<file path="src/hw/rtl/ppo_pkg.sv">
// ----------------------------------------------------------------------------
// ppo_pkg
// Types, constants and the quarter-wave sine table for polar_point_offset.
// ----------------------------------------------------------------------------
package ppo_pkg;

  typedef struct packed {
    logic               mode;
    logic [15:0]        center_x;
    logic [15:0]        center_y;
    logic [7:0]         distance;
    logic signed [15:0] angle;
  } cmd_t;

  typedef struct packed {
    logic [15:0] point_x;
    logic [15:0] point_y;
    logic        error;
  } result_t;

  localparam logic MODE_END  = 1'b0;
  localparam logic MODE_LINE = 1'b1;

  localparam logic [1:0] QUAD_0 = 2'd0;
  localparam logic [1:0] QUAD_1 = 2'd1;
  localparam logic [1:0] QUAD_2 = 2'd2;
  localparam logic [1:0] QUAD_3 = 2'd3;

  localparam logic [8:0]  FULL_TURN    = 9'd360;
  localparam logic [6:0]  QUARTER_TURN = 7'd90;
  localparam logic [13:0] SINE_SCALE   = 14'd10000;

  // 92 full turns: lifts any 16-bit signed angle to a non-negative value
  localparam logic [16:0] ANG_BIAS = 17'd33120;

  // floor(2^24 / 360) and floor(2^30 / 10000); both give the quotient or one less
  localparam logic [15:0] RECIP_TURN  = 16'd46603;
  localparam int          TURN_SHIFT  = 24;
  localparam logic [16:0] RECIP_SCALE = 17'd107374;
  localparam int          SCALE_SHIFT = 30;

  // round(10000 * sin(k deg)), k = 0..90
  function automatic logic [13:0] sine_lut(input logic [6:0] idx);
    logic [13:0] v;
    case (idx)
      7'd0:  v = 14'd0;     7'd1:  v = 14'd175;   7'd2:  v = 14'd349;
      7'd3:  v = 14'd523;   7'd4:  v = 14'd698;   7'd5:  v = 14'd872;
      7'd6:  v = 14'd1045;  7'd7:  v = 14'd1219;  7'd8:  v = 14'd1392;
      7'd9:  v = 14'd1564;  7'd10: v = 14'd1736;  7'd11: v = 14'd1908;
      7'd12: v = 14'd2079;  7'd13: v = 14'd2250;  7'd14: v = 14'd2419;
      7'd15: v = 14'd2588;  7'd16: v = 14'd2756;  7'd17: v = 14'd2924;
      7'd18: v = 14'd3090;  7'd19: v = 14'd3256;  7'd20: v = 14'd3420;
      7'd21: v = 14'd3584;  7'd22: v = 14'd3746;  7'd23: v = 14'd3907;
      7'd24: v = 14'd4067;  7'd25: v = 14'd4226;  7'd26: v = 14'd4384;
      7'd27: v = 14'd4540;  7'd28: v = 14'd4695;  7'd29: v = 14'd4848;
      7'd30: v = 14'd5000;  7'd31: v = 14'd5150;  7'd32: v = 14'd5299;
      7'd33: v = 14'd5446;  7'd34: v = 14'd5592;  7'd35: v = 14'd5736;
      7'd36: v = 14'd5878;  7'd37: v = 14'd6018;  7'd38: v = 14'd6157;
      7'd39: v = 14'd6293;  7'd40: v = 14'd6428;  7'd41: v = 14'd6561;
      7'd42: v = 14'd6691;  7'd43: v = 14'd6820;  7'd44: v = 14'd6947;
      7'd45: v = 14'd7071;  7'd46: v = 14'd7193;  7'd47: v = 14'd7314;
      7'd48: v = 14'd7431;  7'd49: v = 14'd7547;  7'd50: v = 14'd7660;
      7'd51: v = 14'd7771;  7'd52: v = 14'd7880;  7'd53: v = 14'd7986;
      7'd54: v = 14'd8090;  7'd55: v = 14'd8192;  7'd56: v = 14'd8290;
      7'd57: v = 14'd8387;  7'd58: v = 14'd8480;  7'd59: v = 14'd8572;
      7'd60: v = 14'd8660;  7'd61: v = 14'd8746;  7'd62: v = 14'd8829;
      7'd63: v = 14'd8910;  7'd64: v = 14'd8988;  7'd65: v = 14'd9063;
      7'd66: v = 14'd9135;  7'd67: v = 14'd9205;  7'd68: v = 14'd9272;
      7'd69: v = 14'd9336;  7'd70: v = 14'd9397;  7'd71: v = 14'd9455;
      7'd72: v = 14'd9511;  7'd73: v = 14'd9563;  7'd74: v = 14'd9613;
      7'd75: v = 14'd9659;  7'd76: v = 14'd9703;  7'd77: v = 14'd9744;
      7'd78: v = 14'd9781;  7'd79: v = 14'd9816;  7'd80: v = 14'd9848;
      7'd81: v = 14'd9877;  7'd82: v = 14'd9903;  7'd83: v = 14'd9925;
      7'd84: v = 14'd9945;  7'd85: v = 14'd9962;  7'd86: v = 14'd9976;
      7'd87: v = 14'd9986;  7'd88: v = 14'd9994;  7'd89: v = 14'd9998;
      7'd90: v = 14'd10000;
      default: v = 14'd0;
    endcase
    return v;
  endfunction

endpackage

</file>
<file path="src/hw/rtl/polar_point_offset.sv">
// ----------------------------------------------------------------------------
// polar_point_offset
// Pixel at a given distance and whole-degree angle from a centre point.
// ----------------------------------------------------------------------------
// Takes one item per clock: busy is always low and start may be held high
// every cycle. Each item gives exactly one result, shown on result with done
// high for one cycle, in issue order. done comes from a valid shift register
// that runs alongside the data stages.
// The seven register stages are angle bias and reciprocal multiply, modulo-360
// correction, quadrant split, table lookup and distance multiply, reciprocal
// multiply for the /10000, quotient correction and clamp, and the quadrant
// add/subtract into the output register. There is no back-pressure: the
// receiver must take every result in the cycle it is shown.
module polar_point_offset
  import ppo_pkg::*;
(
  input  logic    clk,
  input  logic    rst,
  input  logic    start,
  output logic    busy,
  input  cmd_t    cmd,
  output logic    done,
  output result_t result
);

  typedef struct packed {
    logic        mode;
    logic [15:0] cx;
    logic [15:0] cy;
    logic [7:0]  distance;
    logic        err;
  } meta_t;

  logic [6:0] valid;
  meta_t      s1_m, s2_m, s3_m, s4_m, s5_m, s6_m;

  // stage 1: bias the angle, estimate the turn count
  logic [16:0] ang_u;
  logic [32:0] turn_prod;
  logic        line_err;
  logic [16:0] s1_u;
  logic [7:0]  s1_q;
  logic [8:0]  s1_line_norm;

  assign ang_u     = {cmd.angle[15], cmd.angle} + ANG_BIAS;
  assign turn_prod = 33'(ang_u) * 33'(RECIP_TURN);
  // sign bit catches negative angles
  assign line_err  = (cmd.mode == MODE_LINE) && (cmd.angle > 16'sd360 || cmd.angle[15]);

  always_ff @(posedge clk) begin
    s1_u         <= ang_u;
    s1_q         <= turn_prod[TURN_SHIFT +: 8];
    s1_line_norm <= (cmd.angle == 16'sd360) ? 9'd0 : cmd.angle[8:0];
    s1_m         <= '{mode: cmd.mode, cx: cmd.center_x, cy: cmd.center_y,
                      distance: cmd.distance, err: line_err};
  end

  // stage 2: remainder and one correction step
  logic [16:0] turn_rem;
  logic [9:0]  rem_w;
  logic [8:0]  end_norm;
  logic [8:0]  s2_norm;

  assign turn_rem = s1_u - 17'(17'(s1_q) * 17'(FULL_TURN));
  assign rem_w    = turn_rem[9:0];
  assign end_norm = (rem_w >= 10'(FULL_TURN)) ? 9'(rem_w - 10'(FULL_TURN)) : rem_w[8:0];

  always_ff @(posedge clk) begin
    s2_norm <= (s1_m.mode == MODE_LINE) ? s1_line_norm : end_norm;
    s2_m    <= s1_m;
  end

  // stage 3: quadrant and angle within it
  logic [1:0] quad_c;
  logic [8:0] sub_w;
  logic [1:0] s3_quad;
  logic [6:0] s3_sub;

  always_comb begin
    if (s2_norm >= 9'd270) begin
      quad_c = QUAD_3;
      sub_w  = s2_norm - 9'd270;
    end else if (s2_norm >= 9'd180) begin
      quad_c = QUAD_2;
      sub_w  = s2_norm - 9'd180;
    end else if (s2_norm >= 9'(QUARTER_TURN)) begin
      quad_c = QUAD_1;
      sub_w  = s2_norm - 9'(QUARTER_TURN);
    end else begin
      quad_c = QUAD_0;
      sub_w  = s2_norm;
    end
  end

  always_ff @(posedge clk) begin
    s3_quad <= quad_c;
    s3_sub  <= sub_w[6:0];
    s3_m    <= s2_m;
  end

  // stage 4: sine lookups and distance products
  logic [13:0] sin_h, sin_l;
  logic [1:0]  s4_quad;
  logic [21:0] s4_ph, s4_pl;

  assign sin_h = sine_lut(s3_sub);
  assign sin_l = sine_lut(QUARTER_TURN - s3_sub);

  always_ff @(posedge clk) begin
    s4_ph   <= 22'(s3_m.distance) * 22'(sin_h);
    s4_pl   <= 22'(s3_m.distance) * 22'(sin_l);
    s4_quad <= s3_quad;
    s4_m    <= s3_m;
  end

  // stage 5: reciprocal multiply for the /10000
  logic [38:0] h_prod, l_prod;
  logic [21:0] s5_ph, s5_pl;
  logic [7:0]  s5_qh, s5_ql;
  logic [1:0]  s5_quad;

  assign h_prod = 39'(s4_ph) * 39'(RECIP_SCALE);
  assign l_prod = 39'(s4_pl) * 39'(RECIP_SCALE);

  always_ff @(posedge clk) begin
    s5_ph   <= s4_ph;
    s5_pl   <= s4_pl;
    s5_qh   <= h_prod[SCALE_SHIFT +: 8];
    s5_ql   <= l_prod[SCALE_SHIFT +: 8];
    s5_quad <= s4_quad;
    s5_m    <= s4_m;
  end

  // stage 6: quotient correction, then end-mode clamp
  logic [21:0] h_rem, l_rem;
  logic [7:0]  h_q, l_q;
  logic [8:0]  h_c, l_c;
  logic [8:0]  s6_h, s6_l;
  logic [1:0]  s6_quad;

  assign h_rem = s5_ph - 22'(22'(s5_qh) * 22'(SINE_SCALE));
  assign l_rem = s5_pl - 22'(22'(s5_ql) * 22'(SINE_SCALE));
  assign h_q   = (h_rem >= 22'(SINE_SCALE)) ? s5_qh + 8'd1 : s5_qh;
  assign l_q   = (l_rem >= 22'(SINE_SCALE)) ? s5_ql + 8'd1 : s5_ql;
  // in end mode an offset equal to the distance is pulled in by one; zero distance gives -1
  assign h_c   = (s5_m.mode == MODE_END && h_q == s5_m.distance) ? {1'b0, h_q} - 9'd1
                                                                 : {1'b0, h_q};
  assign l_c   = (s5_m.mode == MODE_END && l_q == s5_m.distance) ? {1'b0, l_q} - 9'd1
                                                                 : {1'b0, l_q};

  always_ff @(posedge clk) begin
    s6_h    <= h_c;
    s6_l    <= l_c;
    s6_quad <= s5_quad;
    s6_m    <= s5_m;
  end

  // stage 7: fold into the quadrant
  logic [15:0] x_c, y_c;
  logic [15:0] h_w, l_w;

  assign h_w = {{7{s6_h[8]}}, s6_h};
  assign l_w = {{7{s6_l[8]}}, s6_l};

  always_comb begin
    case (s6_quad)
      QUAD_0: begin
        x_c = s6_m.cx + l_w;
        y_c = s6_m.cy + h_w;
      end
      QUAD_1: begin
        x_c = s6_m.cx - h_w;
        y_c = s6_m.cy + l_w;
      end
      QUAD_2: begin
        x_c = s6_m.cx - l_w;
        y_c = s6_m.cy - h_w;
      end
      default: begin
        x_c = s6_m.cx + h_w;
        y_c = s6_m.cy - l_w;
      end
    endcase
  end

  always_ff @(posedge clk) begin
    result.point_x <= s6_m.err ? 16'd0 : x_c;
    result.point_y <= s6_m.err ? 16'd0 : y_c;
    result.error   <= s6_m.err;
  end

  always_ff @(posedge clk) begin
    if (rst) begin
      valid <= '0;
    end else begin
      valid <= {valid[5:0], start & ~busy};
    end
  end

  assign busy = 1'b0;
  assign done = valid[6];

endmodule

</file>
<file path="config.mk">
export PLATFORM = sky130hd
export DESIGN_NAME = polar_point_offset
export DESIGN_NICKNAME = d
export VERILOG_FILES = /design/src/hw/rtl/ppo_pkg.sv /design/src/hw/rtl/polar_point_offset.sv
export SDC_FILE = /design/constraint.sdc
export NUM_CORES = 2
export LEC_CHECK = 0
export ABC_AREA = 1
export BUFFER_PORTS_ARGS = -buffer_cell sky130_fd_sc_hd__buf_2
export CORE_UTILIZATION = 46
export DETAILED_ROUTE_END_ITERATION = 10
export MAX_ROUTING_LAYER = met4
export PLACE_DENSITY = 0.71
export SKIP_LAST_GASP = 1
export SYNTH_ARGS = -nofsm -noshare
export SYNTH_HDL_FRONTEND = slang
export SYNTH_SLANG_ARGS = --single-unit
export TNS_END_PERCENT = 10
</file>
<file path="constraint.sdc">
create_clock -name clk -period 9.65 [get_ports clk]
set_clock_uncertainty 0.05 [all_clocks]
set_input_delay 1.93 -clock clk [delete_from_list [all_inputs] [get_ports clk]]
set_output_delay 1.93 -clock clk [all_outputs]
set_load 0.02 [all_outputs]
</file>
---- Yosys cells after proc, flatten, opt, wreduce, memory -nomap -nowiden ----
Memories as Yosys holds them, arrays and structs flattened. A register that Yosys moved wholly into a read port is not among the register bits.
Cells that the tools add are included.
word-level totals
  register bits ........................... 456
  memory bits (read-only) ................. 3584
  bits of input ports ..................... 60
  output and inout port bits .............. 35
  logic and storage cells ................. 115
  memories ................................ 2
memories
  name             words  width  rd ports  clocked after Yosys merged registers in  wr ports  RTL line       RTL
  (no name shown)  128    14     1         1                                        0         ppo_pkg.sv:45  case (idx)
  (no name shown)  128    14     1         0                                        0         ppo_pkg.sv:45
cells by class
  add/sub/neg operators ................... 21
  $mul .................................... 8
  $lt $le $gt $ge ......................... 7
  eq/ne operators ......................... 5
  mux-type cells .......................... 13
  bitwise logic cells ..................... 1
  reduce and logical (&&, ||, !) cells .... 6
operators with widths
  cell                      count
  $pmux W16 S3              2
  $mul A22 B16 Y37 const B  2
  $add A16 B16 Y16          4
  $sub A16 B16 Y16          4
  $ge A22 B14 Y1 const B    2
  $mul A8 B14 Y22           2
  $sub A22 B22 Y22          2
  $mul A8 B10 Y18 const B   2
  $mul A17 B16 Y32 const B  1
  $mux W8                   4
  $mux W7                   3
  $mux W9                   2
  $sub A8 B1 Y9 const B     2
  $add A17 B16 Y17 const B  1
  $add A8 B1 Y8 const B     2
  $eq A16 B10 Y1 const B    1
  $eq A8 B8 Y1              2
  $gt A16 B10 Y1 const B    1
  $ge A10 B9 Y1 const B     1
  $sub A10 B10 Y10          1
  $ge A9 B7 Y1 const B      1
  $ge A9 B8 Y1 const B      1
  $ge A9 B9 Y1 const B      1
  $sub A9 B9 Y9 const B     1
  13 further kinds          16

---- Depth between registers and ports, before layout ----
  word-level depth ........................ 7
  mapped depth ............................ 40
  depth with buffers taken out ............ 40

---- Worst setup path before layout ----
Ideal clock, no wire load.
  kind .................................... input to register
  start point ............................. input port cmd[5] (netlist name)
  end point ............................... register s1_q[5]
  setup time .............................. 0.133 ns
  data arrival time ....................... 6.819 ns
  data required time ...................... 9.467 ns
  slack ................................... 2.648 ns
  stages .................................. 22
  path buffers ............................ 0
  cell sequence ........................... inv_1 > ha_1 > o21ai_0 > nand3_1 > nor2_1 > nand2_1 > xor2_1 > ha_1 > fa_1 > inv_1 > fa_1 > inv_1 > fa_1 > ha_1 > ha_1 > ha_1 > nand2_1 > nor4_1 > nand2_1 > o211ai_1 > a221oi_1 > xor2_1
between the ends
  cells in the longest elaborated chain, start to end .. 2
ends and longest elaborated chain
  what                    RTL line                  RTL
  start: declaration      polar_point_offset.sv:21  input cmd_t cmd,
  $add A17 B16 Y17        polar_point_offset.sv:45  assign ang_u = {cmd.angle[15], cmd.angle} + ANG_BIAS;
  $mul A17 B16 Y32        polar_point_offset.sv:46  assign turn_prod = 33'(ang_u) * 33'(RECIP_TURN);
  via turn_prod[29]       polar_point_offset.sv:39  logic [32:0] turn_prod;
  end signal: assignment  polar_point_offset.sv:52  s1_q <= turn_prod[TURN_SHIFT +: 8];
  end: declaration        polar_point_offset.sv:42  logic [7:0] s1_q;
The timed path passes the listed nets, and every way through them passes these cells.
A chain may end at the register's enable or synchronous reset.

---- Worst setup path after layout ----
  start point ............................. register s3_sub[0]
  end point ............................... register s4_pl[21]
between the ends
  cells in the longest elaborated chain, start to end .. 3
ends and longest elaborated chain
  what                      RTL line                   RTL
  start: declaration        polar_point_offset.sv:77   logic [6:0] s3_sub;
  start signal: assignment  polar_point_offset.sv:97   s3_sub <= sub_w[6:0];
  $sub A7 B7 Y7             polar_point_offset.sv:107  assign sin_l = sine_lut(QUARTER_TURN - s3_sub);
  $mem_v2 Z128 W14          --
  $mul A8 B14 Y22           polar_point_offset.sv:111  s4_pl <= 22'(s3_m.distance) * 22'(sin_l);
  end signal: assignment    polar_point_offset.sv:111
  end: declaration          polar_point_offset.sv:104  logic [21:0] s4_ph, s4_pl;
No other way between the ends.

==> results.ini <==
[run_status]
status = finished with violations
violations = DRC

[setup_path]
cpLargestDelayFamily = adder cells
cp_slowest_stage_delay_ns = 0.74
start_kind = flop
cp_max_fo = 19
reg2reg_slack_ns = 1.65
worstPathRequired_ns = 10.14
criticalPathCategory = reg2reg
cpMostUsedCell = nand2_1
crit_slowest_cell = xor2_2
worstSetupEndpointType = flop
crit_buf_inv = 4
worstPathArrival_ns = 8.49

[detailed_routing]
drtPass1Iterations = 10
final_antenna_net_count = 0
via_per_inst = 5.07
vias = 34600
drt-initial-drc-count = 1997
drc_errors = 11
wl_um = 108000
post_drt_wl_per_cell_um = 15.9

[logic_synthesis]
synth_fp_nets = 6680
synth_edf_count = 0
seq_area_frac_synth = 0.204
async_flop_share = 0
syn_area_um2 = 45200
syn_inst = 5419
ys_seq_elements = 461
ys_types = 59
syn_area_per_cell_um2 = 8.34
synth_flop_cell = dfxtp_1
yosys_warnings = 0

[place]
port_buffers = 93
hpwlAfterDp_um = 90300
gp_congestion = 0.952

[flow_run]
maxCapViolations = 0

[global_route]
antenna_found_initial = 4
grt_usage = 0.229
grt_max_degree = 44
grt_overflow_total = 0
grt_pass1_vias = 35500
grt_pass1_wl_um = 178000

[timing]
min_period_ns = 8.00
fmax_mhz = 125
tightest_slew_ns = 1.24
slew_viol_final = 0
hold_viol = 0
fin_crit_sh = 0.829
maxSlewHeadroom = 0.173
rsz0062_at_grt = false
finalSetupTns_ns = 0
finalSetupViolCount = 0

[floorplan]
fp-row-count = 114
initial_core_util = 0.466
die_w_um = 315
ios = 95
die_area_um2 = 99500
core_um2 = 97000
dieHeight_um = 315

[cells_and_area]
fillers = 9125
final_nets = 6754
syn_to_final_growth_pct = 7.96
drive_above_1_share = 0.0474

[cts]
cts_resized = 0
post_cts_buffers = 0
cts-buffers-inserted = 50
h-tree-depth = 2
clk_latency_ns = 0.62
clockRootBuffer = clkbuf_16
cts.reportedPaths.clkPinSlew_ns = 0.07
clk_path_buf_depth = 3
postCtsHoldBufs = 0
cts_tree = yes
cts_sinks = 461

[min_path]
hold_path.class = reg2reg

cell usage in the layout (no fill, tap or decap), types with 8 or more instances in the layout:
master,Yosys,routed
inv_1,1194,1194
nand2_1,995,995
ha_1,664,664
fa_1,537,537
dfxtp_1,461,461
nor2_1,303,303
a21oi_1,255,255
nand3_1,213,213
o21ai_0,195,195
xor2_1,105,103
buf_2,6,93
clkbuf_16,0,50
nor3_1,43,43
xnor2_1,41,41
nand4_1,37,37
o211ai_1,34,34
a31oi_1,20,20
o21bai_1,20,20
buf_4,2,18
nand2_2,16,16
nor4_1,15,15
a211oi_1,13,13
o221ai_1,13,13
o31ai_1,13,13
o22ai_1,11,11
nand3b_1,11,11
o21a_1,11,11
nand3_2,11,11
clkbuf_8,0,9
or2_2,8,8
inv_2,8,8
a21o_1,8,8
nor2_2,8,8
registers in the layout (all words and copies together), names as in the netlist, 14 cells and up:
signal,count
s2_m,42
s6_m,33
s4_ph,22
sin_h,14
s3_m,42
s5_pl,18
s4_m,42
s1_m,42
s4_pl,22
s5_m,42
s5_ph,18
result,33
metal layers:
| layer | routed length [µm] | track usage |
|---|---|---|
| met3 | 5690 | 0.0285 |
| met4 | 3420 | 0.0699 |
| met2 | 50600 | 0.379 |
| met5 | 0 | - |
| met1 | 48300 | 0.291 |
worst paths after layout:
kind	from	end	cells after the start
setup / recovery	s3_sub[0]	s4_pl[21]	30
hold / removal	s5_m[14]	s6_m[14]	0
setup reg to reg	s3_sub[0]	s4_pl[21]	30
hold reg to reg	s5_m[14]	s6_m[14]	0
synth_stat cells, types with 5 or more instances:
cell type / n / area share
a211oi_1: 13 / 0.0022
a21o_1: 8 / 0.0013
a21oi_1: 255 / 0.028
a311oi_1: 5 / 0.00097
a31oi_1: 20 / 0.0028
and2_1: 7 / 0.00097
buf_1: 10 / 0.00083
buf_2: 6 / 0.00066
clkbuf_1: 62 / 0.0051
clkbuf_2: 6 / 0.00066
dfxtp_1: 461 / 0.20
fa_1: 537 / 0.24
ha_1: 664 / 0.18
inv_1: 1194 / 0.099
inv_2: 8 / 0.00066
nand2_1: 995 / 0.083
nand2_2: 16 / 0.0022
nand3_1: 213 / 0.024
nand3_2: 11 / 0.0024
nand3b_1: 11 / 0.0018
nand4_1: 37 / 0.0051
nor2_1: 303 / 0.025
nor2_2: 8 / 0.0011
nor3_1: 43 / 0.0048
nor4_1: 15 / 0.0021
o2111ai_1: 6 / 0.0012
o211ai_1: 34 / 0.0056
o21a_1: 11 / 0.0018
o21ai_0: 195 / 0.022
o21ai_1: 8 / 0.00089
o21bai_1: 20 / 0.0033
o221ai_1: 13 / 0.0025
o22ai_1: 11 / 0.0015
o31ai_1: 13 / 0.0022
or2_2: 8 / 0.0011
xnor2_1: 41 / 0.0079
xor2_1: 105 / 0.020
cells by family after synthesis:
kind of cell    Yosys count  share of synthesized area
compound gates          641                     0.0817
xor+xnor                149                     0.0295
flops                   461                      0.204
fa+ha+maj              1201                      0.422
simple gates           1673                      0.155
other cells               1                  0.0000830
buf+inv                1293                      0.108
cell type report:
| cell class | instances | area [µm²] | area share |
|---|---|---|---|
| inverters | 1204 | 4520 | 0.0926 |
| repair buffers | 111 | 601 | 0.0123 |
| flip-flops and latches | 461 | 9230 | 0.189 |
| well taps | 1276 | 1600 | 0.0327 |
| clock inverters | 31 | 377 | 0.00772 |
| diodes | 1 | 2.50 | 0.0000513 |
| multi-input cells | 3665 | 31100 | 0.637 |
| clock buffers | 61 | 1380 | 0.0283 |
metrics by stage:
step	std cells	util	setup slack [ns]	hold slack [ns]	instance area, µm²
4_1_cts	6809	0.503	1.71	0.248	48800
2_1_floorplan	5419	-	2.65	0.260	45200
3_5_place_dp	6717	0.485	1.76	0.262	47000
5_1_grt	6810	0.503	1.05	0.261	48800
3_3_place_gp	6717	0.485	1.84	0.260	47000
6_report	6810	0.503	1.65	0.254	48800
Power is not shown: default switching activity piles up to over one toggle a cycle in this logic, so the estimate is an artifact.
